**src/hw/rtl/assert_macros.svh**
```systemverilog
// Assertion macros for the RTL of the decimal power block.
// No dependencies; included by the files that carry assertions.
`ifndef ASSERT_MACROS_SVH
`define ASSERT_MACROS_SVH

// Property must hold at every clock edge outside reset.
`define DPB_ASSERT(label, clk, rst_n, prop, msg) \
    label: assert property (@(posedge clk) disable iff (!rst_n) prop) \
    else $error(msg);

// Expression must never be true outside reset.
`define DPB_ASSERT_NEVER(label, clk, rst_n, expr, msg) \
    label: assert property (@(posedge clk) disable iff (!rst_n) !(expr)) \
    else $error(msg);

`endif

```
**src/hw/rtl/dpb_pkg.sv**
```systemverilog
// Package for the decimal power block: widths, constants, microcode types
// and the microcode program ROM. No dependencies.
package dpb_pkg;

    localparam int LIMBS            = 32;
    localparam int BASE_DIGIT_COUNT = 5;

    localparam int MANT_W      = 17;
    localparam int POINT_W     = 3;
    localparam int EXP_W       = 5;
    localparam int LIMB_W      = 14;
    localparam int INDEX_W     = 5;
    localparam int POINT_OUT_W = 7;
    localparam int SCALE_W     = POINT_W + EXP_W;
    localparam int POINT_MAX   = 127;

    localparam int ADDR_W  = $clog2(LIMBS);
    localparam int STRIP_W = $clog2(BASE_DIGIT_COUNT);
    localparam int CNT_W   = (ADDR_W > STRIP_W) ? ADDR_W : STRIP_W;

    localparam int DECIMAL    = 10;
    localparam int DIV10_W    = 20;
    localparam int DIV10_SH   = 23;
    localparam logic [DIV10_W-1:0] DIV10_MUL = 20'd838861;
    localparam int DIV10_PW   = MANT_W + DIV10_W;

    // acc = limb * mantissa + carry stays below 10000 * 2^17
    localparam int LIMB_BASE   = 10000;
    localparam int ACC_W       = 31;
    localparam int RECIP_W     = 31;
    localparam int RECIP_SH    = 44;
    localparam logic [RECIP_W-1:0] RECIP_MUL = 31'd1759218605;
    localparam int PROD_W      = ACC_W + RECIP_W;

    localparam int PC_W = 4;
    typedef logic [PC_W-1:0] t_pc;

    localparam t_pc S_IDLE      = 4'd0;
    localparam t_pc S_STRIP     = 4'd1;
    localparam t_pc S_FILL      = 4'd2;
    localparam t_pc S_PASS_CHK  = 4'd3;
    localparam t_pc S_RD        = 4'd4;
    localparam t_pc S_MUL       = 4'd5;
    localparam t_pc S_QUO       = 4'd6;
    localparam t_pc S_WB        = 4'd7;
    localparam t_pc S_PASS_END  = 4'd8;
    localparam t_pc S_OUT_RD    = 4'd9;
    localparam t_pc S_OUT_EMIT  = 4'd10;
    localparam t_pc S_DONE      = 4'd11;

    typedef enum logic [3:0] {
        OP_NOP,
        OP_LATCH,
        OP_STRIP,
        OP_FILL,
        OP_PASS_START,
        OP_MUL,
        OP_QUO,
        OP_WB,
        OP_PASS_END,
        OP_EMIT
    } t_op;

    typedef enum logic [2:0] {
        C_NEVER,
        C_ALWAYS,
        C_NO_START,
        C_STRIP_MORE,
        C_LIMB_MORE,
        C_PASS_DONE
    } t_cond;

    // CNT_STEP: increment when the jump is taken, clear on fall-through
    typedef enum logic [1:0] {
        CNT_HOLD,
        CNT_CLR,
        CNT_STEP
    } t_cnt;

    typedef struct packed {
        t_op   op;
        t_cond cond;
        t_cnt  cnt;
        t_pc   target;
    } t_uword;

    function automatic t_uword ucode(input t_pc pc);
        t_uword w;
        unique case (pc)
            S_IDLE:     w = '{op: OP_LATCH,      cond: C_NO_START,   cnt: CNT_CLR,  target: S_IDLE};
            S_STRIP:    w = '{op: OP_STRIP,      cond: C_STRIP_MORE, cnt: CNT_STEP, target: S_STRIP};
            S_FILL:     w = '{op: OP_FILL,       cond: C_LIMB_MORE,  cnt: CNT_STEP, target: S_FILL};
            S_PASS_CHK: w = '{op: OP_PASS_START, cond: C_PASS_DONE,  cnt: CNT_HOLD, target: S_OUT_RD};
            S_RD:       w = '{op: OP_NOP,        cond: C_NEVER,      cnt: CNT_HOLD, target: S_IDLE};
            S_MUL:      w = '{op: OP_MUL,        cond: C_NEVER,      cnt: CNT_HOLD, target: S_IDLE};
            S_QUO:      w = '{op: OP_QUO,        cond: C_NEVER,      cnt: CNT_HOLD, target: S_IDLE};
            S_WB:       w = '{op: OP_WB,         cond: C_LIMB_MORE,  cnt: CNT_STEP, target: S_RD};
            S_PASS_END: w = '{op: OP_PASS_END,   cond: C_ALWAYS,     cnt: CNT_HOLD, target: S_PASS_CHK};
            S_OUT_RD:   w = '{op: OP_NOP,        cond: C_NEVER,      cnt: CNT_HOLD, target: S_IDLE};
            S_OUT_EMIT: w = '{op: OP_EMIT,       cond: C_LIMB_MORE,  cnt: CNT_STEP, target: S_OUT_RD};
            default:    w = '{op: OP_NOP,        cond: C_ALWAYS,     cnt: CNT_CLR,  target: S_IDLE};
        endcase
        return w;
    endfunction

endpackage

```
**src/hw/rtl/dpb_ram.sv**
```systemverilog
// Generic single-write, single-read RAM with registered read data.
// No dependencies.
module dpb_ram #(
    parameter int WIDTH = 14,
    parameter int DEPTH = 32
) (
    input  logic                     i_clk,
    input  logic                     i_we,
    input  logic [$clog2(DEPTH)-1:0] i_waddr,
    input  logic [WIDTH-1:0]         i_wdata,
    input  logic [$clog2(DEPTH)-1:0] i_raddr,
    output logic [WIDTH-1:0]         o_rdata
);

    logic [WIDTH-1:0] r_mem [DEPTH];
    logic [WIDTH-1:0] r_rdata;

    always_ff @(posedge i_clk) begin
        if (i_we) begin
            r_mem[i_waddr] <= i_wdata;
        end
        r_rdata <= r_mem[i_raddr];
    end

    assign o_rdata = r_rdata;

endmodule

```
**src/hw/rtl/decimal_power_bignum.sv**
```systemverilog
// Top level of the decimal power block: microcoded sequencer and datapath.
// Depends on dpb_pkg, dpb_ram and assert_macros.svh.
//
// A transaction is taken when start is high and busy is low. The block strips
// trailing zero digits from the mantissa while fractional digits remain, then
// raises it to the exponent over LIMBS base-10000 limbs held in a RAM, and
// returns LIMBS results, least significant limb first, each on the output
// ports for one cycle under o_strobe. The results cannot be held off. The
// multiply-carry loop is a four-step microcode loop over the registered-read
// limb RAM (read, multiply, reciprocal divide by 10000, write back). busy
// stays high until the last result has been shown.
`include "assert_macros.svh"

module decimal_power_bignum (
    input  logic                             i_clk,
    input  logic                             i_rst_n,
    input  logic                             start,
    output logic                             busy,
    input  logic [dpb_pkg::MANT_W-1:0]       i_base_digits,
    input  logic [dpb_pkg::POINT_W-1:0]      i_point_digits,
    input  logic [dpb_pkg::EXP_W-1:0]        i_exponent,
    output logic                             o_strobe,
    output logic [dpb_pkg::LIMB_W-1:0]       o_limb,
    output logic [dpb_pkg::INDEX_W-1:0]      o_limb_index,
    output logic                             o_last,
    output logic [dpb_pkg::POINT_OUT_W-1:0]  o_point_out,
    output logic                             o_overflow
);

    localparam int MANT_W      = dpb_pkg::MANT_W;
    localparam int POINT_W     = dpb_pkg::POINT_W;
    localparam int EXP_W       = dpb_pkg::EXP_W;
    localparam int LIMB_W      = dpb_pkg::LIMB_W;
    localparam int INDEX_W     = dpb_pkg::INDEX_W;
    localparam int POINT_OUT_W = dpb_pkg::POINT_OUT_W;
    localparam int SCALE_W     = dpb_pkg::SCALE_W;
    localparam int ADDR_W      = dpb_pkg::ADDR_W;
    localparam int CNT_W       = dpb_pkg::CNT_W;
    localparam int ACC_W       = dpb_pkg::ACC_W;
    localparam int PROD_W      = dpb_pkg::PROD_W;
    localparam int DIV10_PW    = dpb_pkg::DIV10_PW;

    // control
    dpb_pkg::t_pc    r_pc, n_pc;
    logic [CNT_W-1:0] r_cnt, n_cnt;
    logic            r_strobe, n_strobe;
    dpb_pkg::t_uword uw;
    logic            take;

    // datapath
    logic [MANT_W-1:0]      r_mant, n_mant;
    logic [POINT_W-1:0]     r_point, n_point;
    logic [EXP_W-1:0]       r_exp, n_exp;
    logic [EXP_W-1:0]       r_pass, n_pass;
    logic [MANT_W-1:0]      r_carry, n_carry;
    logic                   r_ovf, n_ovf;
    logic [ACC_W-1:0]       r_acc, n_acc;
    logic [PROD_W-1:0]      r_prod, n_prod;
    logic [POINT_OUT_W-1:0] r_point_out, n_point_out;
    logic [LIMB_W-1:0]      r_limb, n_limb;
    logic [INDEX_W-1:0]     r_limb_index, n_limb_index;
    logic                   r_last, n_last;
    logic [POINT_OUT_W-1:0] r_o_point, n_o_point;
    logic                   r_o_ovf, n_o_ovf;

    logic [DIV10_PW-1:0] div10_prod;
    logic [MANT_W-1:0]   q10;
    logic                rem10_zero;
    logic [MANT_W-1:0]   q_limb;
    logic [LIMB_W-1:0]   rem_limb;
    logic [SCALE_W-1:0]  scaled;
    logic [POINT_W-1:0]  point_clamped;

    logic              ram_we;
    logic [LIMB_W-1:0] ram_wdata;
    logic [LIMB_W-1:0] ram_rdata;

    dpb_ram #(
        .WIDTH (LIMB_W),
        .DEPTH (dpb_pkg::LIMBS)
    ) u_limb_ram (
        .i_clk   (i_clk),
        .i_we    (ram_we),
        .i_waddr (r_cnt[ADDR_W-1:0]),
        .i_wdata (ram_wdata),
        .i_raddr (r_cnt[ADDR_W-1:0]),
        .o_rdata (ram_rdata)
    );

    assign uw   = dpb_pkg::ucode(r_pc);
    assign busy = (r_pc != dpb_pkg::S_IDLE);

    // mantissa / 10 by reciprocal, exact for 17-bit values
    assign div10_prod = DIV10_PW'(r_mant) * DIV10_PW'(dpb_pkg::DIV10_MUL);
    assign q10        = MANT_W'(div10_prod >> dpb_pkg::DIV10_SH);
    assign rem10_zero = (MANT_W'(q10 * MANT_W'(dpb_pkg::DECIMAL)) == r_mant);

    // acc / 10000 from the registered reciprocal product
    assign q_limb   = r_prod[dpb_pkg::RECIP_SH +: MANT_W];
    assign rem_limb = LIMB_W'(r_acc - ACC_W'(ACC_W'(q_limb) * ACC_W'(dpb_pkg::LIMB_BASE)));

    assign scaled        = SCALE_W'(r_point) * SCALE_W'(r_exp);
    assign point_clamped = (int'(i_point_digits) > dpb_pkg::BASE_DIGIT_COUNT)
                         ? POINT_W'(dpb_pkg::BASE_DIGIT_COUNT) : i_point_digits;

    always_comb begin
        unique case (uw.cond)
            dpb_pkg::C_NEVER:      take = 1'b0;
            dpb_pkg::C_ALWAYS:     take = 1'b1;
            dpb_pkg::C_NO_START:   take = !start;
            dpb_pkg::C_STRIP_MORE: take = (r_cnt != CNT_W'(dpb_pkg::BASE_DIGIT_COUNT - 1));
            dpb_pkg::C_LIMB_MORE:  take = (r_cnt != CNT_W'(dpb_pkg::LIMBS - 1));
            dpb_pkg::C_PASS_DONE:  take = (r_pass == r_exp);
            default:               take = 1'b0;
        endcase

        n_pc = take ? uw.target : dpb_pkg::t_pc'(r_pc + 1'b1);

        unique case (uw.cnt)
            dpb_pkg::CNT_HOLD: n_cnt = r_cnt;
            dpb_pkg::CNT_CLR:  n_cnt = '0;
            dpb_pkg::CNT_STEP: n_cnt = take ? CNT_W'(r_cnt + 1'b1) : '0;
            default:           n_cnt = '0;
        endcase
    end

    always_comb begin
        n_mant       = r_mant;
        n_point      = r_point;
        n_exp        = r_exp;
        n_pass       = r_pass;
        n_carry      = r_carry;
        n_ovf        = r_ovf;
        n_acc        = r_acc;
        n_prod       = r_prod;
        n_point_out  = r_point_out;
        n_limb       = r_limb;
        n_limb_index = r_limb_index;
        n_last       = r_last;
        n_o_point    = r_o_point;
        n_o_ovf      = r_o_ovf;
        n_strobe     = 1'b0;
        ram_we       = 1'b0;
        ram_wdata    = rem_limb;

        unique case (uw.op)
            dpb_pkg::OP_NOP: begin
            end
            dpb_pkg::OP_LATCH: begin
                if (start) begin
                    n_mant  = i_base_digits;
                    n_point = point_clamped;
                    n_exp   = i_exponent;
                end
            end
            dpb_pkg::OP_STRIP: begin
                if (r_point != '0 && rem10_zero) begin
                    n_mant  = q10;
                    n_point = POINT_W'(r_point - 1'b1);
                end
            end
            dpb_pkg::OP_FILL: begin
                ram_we      = 1'b1;
                ram_wdata   = (r_cnt == '0) ? LIMB_W'(1) : '0;
                n_ovf       = 1'b0;
                n_pass      = '0;
                n_point_out = (scaled > SCALE_W'(dpb_pkg::POINT_MAX))
                            ? POINT_OUT_W'(dpb_pkg::POINT_MAX) : POINT_OUT_W'(scaled);
            end
            dpb_pkg::OP_PASS_START: begin
                n_carry = '0;
            end
            dpb_pkg::OP_MUL: begin
                n_acc = ACC_W'(ram_rdata) * ACC_W'(r_mant) + ACC_W'(r_carry);
            end
            dpb_pkg::OP_QUO: begin
                n_prod = PROD_W'(r_acc) * PROD_W'(dpb_pkg::RECIP_MUL);
            end
            dpb_pkg::OP_WB: begin
                ram_we  = 1'b1;
                n_carry = q_limb;
            end
            dpb_pkg::OP_PASS_END: begin
                if (r_carry != '0) begin
                    n_ovf = 1'b1;
                end
                n_pass = EXP_W'(r_pass + 1'b1);
            end
            dpb_pkg::OP_EMIT: begin
                n_strobe     = 1'b1;
                n_limb       = ram_rdata;
                n_limb_index = INDEX_W'(r_cnt);
                n_last       = (r_cnt == CNT_W'(dpb_pkg::LIMBS - 1));
                n_o_point    = r_point_out;
                n_o_ovf      = r_ovf;
            end
            default: begin
            end
        endcase
    end

    always_ff @(posedge i_clk) begin
        if (!i_rst_n) begin
            r_pc     <= dpb_pkg::S_IDLE;
            r_cnt    <= '0;
            r_strobe <= 1'b0;
        end else begin
            r_pc     <= n_pc;
            r_cnt    <= n_cnt;
            r_strobe <= n_strobe;
        end
    end

    always_ff @(posedge i_clk) begin
        r_mant       <= n_mant;
        r_point      <= n_point;
        r_exp        <= n_exp;
        r_pass       <= n_pass;
        r_carry      <= n_carry;
        r_ovf        <= n_ovf;
        r_acc        <= n_acc;
        r_prod       <= n_prod;
        r_point_out  <= n_point_out;
        r_limb       <= n_limb;
        r_limb_index <= n_limb_index;
        r_last       <= n_last;
        r_o_point    <= n_o_point;
        r_o_ovf      <= n_o_ovf;
    end

    assign o_strobe     = r_strobe;
    assign o_limb       = r_limb;
    assign o_limb_index = r_limb_index;
    assign o_last       = r_last & r_strobe;
    assign o_point_out  = r_o_point;
    assign o_overflow   = r_o_ovf;

    `DPB_ASSERT(a_start_sets_busy, i_clk, i_rst_n, start && !busy |=> busy, "busy not raised after start")
    `DPB_ASSERT_NEVER(a_no_result_idle, i_clk, i_rst_n, o_strobe && !busy, "result while idle")
    `DPB_ASSERT(a_last_index, i_clk, i_rst_n, o_last |-> (o_limb_index == INDEX_W'(dpb_pkg::LIMBS - 1)), "last on wrong limb")
    `DPB_ASSERT(a_index_steps, i_clk, i_rst_n, o_strobe && !o_last |-> ##2 (o_strobe && o_limb_index == INDEX_W'($past(o_limb_index, 2) + 1'b1)), "limb sequence broken")

endmodule

```
**config.mk**
```make
export PLATFORM = sky130hd
export DESIGN_NAME = decimal_power_bignum
export DESIGN_NICKNAME = d
export VERILOG_FILES = /design/src/hw/rtl/dpb_pkg.sv /design/src/hw/rtl/dpb_ram.sv /design/src/hw/rtl/decimal_power_bignum.sv
export VERILOG_INCLUDE_DIRS = /design/src /design/src/hw/rtl
export SDC_FILE = /design/constraint.sdc
export NUM_CORES = 2
export LEC_CHECK = 0
export ABC_AREA = 1
export BUFFER_PORTS_ARGS = -buffer_cell sky130_fd_sc_hd__buf_2
export CELL_PAD_IN_SITES_DETAIL_PLACEMENT = 0
export CELL_PAD_IN_SITES_GLOBAL_PLACEMENT = 2
export CORE_ASPECT_RATIO = 1.1
export CORE_MARGIN = 2
export CORE_UTILIZATION = 44
export CTS_CLUSTER_DIAMETER = 40
export DETAILED_ROUTE_END_ITERATION = 16
export PLACE_DENSITY_LB_ADDON = 0.1
export SYNTH_ARGS = -nofsm -noshare
export SYNTH_HDL_FRONTEND = slang
export SYNTH_SLANG_ARGS = --single-unit
export TNS_END_PERCENT = 10
```
**constraint.sdc**
```tcl
create_clock -name i_clk -period 8.65 [get_ports i_clk]
set_input_delay 0.4325 -clock i_clk [delete_from_list [all_inputs] [get_ports i_clk]]
set_output_delay 0.4325 -clock i_clk [all_outputs]
set_load 0.01 [all_outputs]
```
==> impl_metrics.toml <==
[synth]
total_number_of_yosys_warnings = 0
post_synth_inst_count = 5635
synthDistinctLibCells = 55
syn-cell-area_um2 = 56300
synth-async-reset-ratio = 0
postSynth.topFlopCell = "edfxtp_1"
synth_area_per_inst_um2 = 9.99
synthesis.nets = 6999
ys_seq_area_frac = 0.322
synth.ff_latch_count = 616
synth_edf_count = 579

[die]
floorplan.die.width_um = 345
initial_util = 0.444
num_io_pins = 58
core-area_um2 = 127000
fp-row-count = 137
chipHeight_um = 379
design.die.area_um2 = 131000

[critical_path]
critical_path.slowest_cell = "fa_1"
cp.buffers_inverters = 8
end_kind = "register"
cp_common_cell = "nand2_1"
path_max_fanout = 20
cp-start-kind = "register"
arrival_ns = 8.16
timing.critical_path.slowest_cell_delay_ns = 0.55
path_class = "register to register"
critPathRequiredTime_ns = 8.93
critical-path-top-delay-family = "adder cells"

[place]
number_of_buffers_added_on_ports = 57
routabilityCongestion = 0.926
hpwlAfterDp_um = 129000

[layout]
post_route_cells_drive_above_1_share = 0.0629
layout_commonest_cell = "inv_1"
flow.area_growth_from_synthesis_pct = 10.0
num-fill-cells = 12005
most-common-layout-cells = "inv_1, fa_1, nand2_1, ha_1, edfxtp_1"
nets = 7094

[drt]
post-route-drc-count = 0
ant_nets = 0
viasPerCell = 5.13
drt_iter0_markers = 2469
num_vias = 38343
wirelength_um = 161000
drt_first_pass_iters = 5
wire_per_inst_um = 21.6

[sta]
worst_pin_slew_ns = 1.07
report.final.setup_viol = 0
timing.final.hold_violations = 0
fin_setup_tns_ns = 0
timing_max_transition_violations_final = 0
worst_slew_margin_rel = 0.290
final.min_clock_period_ns = 7.88
rsz0062_at_grt = "no"
fmax_ghz = 0.127
final_period_util = 0.911
clock_skew_ns = 0.0657

[global_routing]
antenna_violations_before_repair = 1
maximum_number_of_pins_on_one_net_before_global_route_repair = 150
grt_pass1_vias = 39768
wire_length_of_the_first_global_routing_pass_um = 245000
globalRouteTotalUtil = 0.252
globalRoute.totalOverflow = 0

[clock_tree]
numCtsBuffers = 86
clock_slew_at_the_register_clock_pins_of_the_worst_setup_and_hold_paths_ns = 0.05
cts.sink_count = 616
cts.htree.levels = 3
ctsLongestPathBuffers = 3
cts_resized = 0
cts_tree = "done"
clock_insertion_delay_worst_skew_ns = 0.68
cts_root_buf = "clkbuf_16"

[min_path]
worstHoldPathType = "input pin to register"

[status]
status = "finished clean"

[run]
max_cap_viol_count = 0
metrics by stage:
| step | setup slack [ns] | hold WS, ns | std cells | util | area (um^2) |
|---|---|---|---|---|---|
| 3_3_place_gp | 0.763 | 0.405 | 7305 | 0.465 | 58900 |
| 6_report | 0.773 | 0.114 | 7469 | 0.488 | 61900 |
| 2_1_floorplan | 1.18 | 0.400 | 5635 | - | 56300 |
| 3_5_place_dp | 0.763 | 0.405 | 7305 | 0.465 | 58900 |
| 4_1_cts | 0.745 | 0.0787 | 7468 | 0.488 | 61900 |
| 5_1_grt | 0.154 | 0.0918 | 7468 | 0.488 | 61900 |
final cells by class:
cell class / instances / area (um^2) / share of cell area
Multi-Input combinational cell: 3518 / 32600 / 0.527
Antenna cell: 1 / 2.50 / 0.0000404
Clock inverter: 60 / 756 / 0.0122
Inverter: 1357 / 5100 / 0.0824
Sequential cell: 616 / 18100 / 0.293
Timing Repair Buffer: 151 / 1020 / 0.0164
Tap cell: 1668 / 2090 / 0.0337
Clock buffer: 98 / 2210 / 0.0356
routing by layer:
metal / GRT usage / up-vias / part of all wire
met4: 0.0771 / 0 / 0.032
met3: 0.0507 / 214 / 0.063
li1: - / 18187 / -
met5: 0 / - / 0
met1: 0.343 / 19018 / 0.44
met2: 0.407 / 924 / 0.46
repair_timing:
item                                   in CTS  in global routing
endpoints found under the hold margin       5                  0
hold buffers                                5                  0
buffers inserted                            0                  0
cells by family (layout without fill, tap and decap cells):
| logic type | count (synthesis) | after routing | synth area share |
|---|---|---|---|
| flops | 616 | 616 | 0.322 |
| buf+inv | 1501 | 1666 | 0.101 |
| other cells | 0 | 1 | 0 |
| compound gates | 765 | 765 | 0.0778 |
| simple gates | 1313 | 1313 | 0.0940 |
| fa+ha+maj | 1336 | 1336 | 0.389 |
| xor+xnor | 104 | 104 | 0.0162 |
worst register-to-register path: cells and delay by family, from the launching register on:
| family | cells | cell delay (ns) |
|---|---|---|
| DFF | 1 | 0.34 |
| xor gates and xnor gates | 1 | 0.24 |
| and+or+nand+nor | 17 | 1.68 |
| buffers and inverters | 8 | 0.89 |
| adders and majority gates | 8 | 3.47 |
| AOI/OAI and AO/OA | 4 | 0.91 |
synthesized netlist by cell type (23+ instances only):
| library cell | number | area share |
|---|---|---|
| dfxtp_1 | 37 | 0.013 |
| edfxtp_1 | 579 | 0.31 |
| o22ai_1 | 112 | 0.012 |
| ha_1 | 643 | 0.14 |
| a21oi_1 | 171 | 0.015 |
| a31oi_1 | 23 | 0.0026 |
| a221oi_1 | 29 | 0.0045 |
| clkbuf_1 | 124 | 0.0083 |
| o21ai_0 | 332 | 0.030 |
| xnor2_1 | 38 | 0.0059 |
| inv_1 | 1348 | 0.090 |
| fa_1 | 693 | 0.25 |
| nor2_1 | 471 | 0.031 |
| nor3_1 | 36 | 0.0032 |
| nand2_1 | 665 | 0.044 |
| nand3_1 | 80 | 0.0071 |
| xor2_1 | 66 | 0.010 |
worst paths after layout:
kind / startpoint / endpoint / slack, ns / cells after the start
worst min-delay path: i_rst_n / r_cnt[0]$_SDFFE_PN0P_ / 0.11 / 3
worst max-delay path: r_mant[6]$_DFFE_PP_ / r_mant[14]$_SDFFCE_PP0P_ / 0.77 / 38
worst max register to register: r_mant[6]$_DFFE_PP_ / r_mant[14]$_SDFFCE_PP0P_ / 0.77 / 38
worst min register to register: r_point_out[3]$_SDFFCE_PN1P_ / o_point_out[3]$_DFFE_PP_ / 0.42 / 0
registers in the layout, indices dropped and copies added, names as in the netlist, 13 cells and up:
| register | flops |
|---|---|
| r_acc | 31 |
| r_mant | 17 |
| u_limb_ram.o_rdata | 14 |
| o_limb | 14 |
| u_limb_ram.r_mem | 448 |
| uw | 13 |
| r_prod | 17 |
| r_carry | 17 |
Power is left out: the tool's default activity adds up to more than one toggle a clock period on the data nets, which glitch-free logic cannot reach.
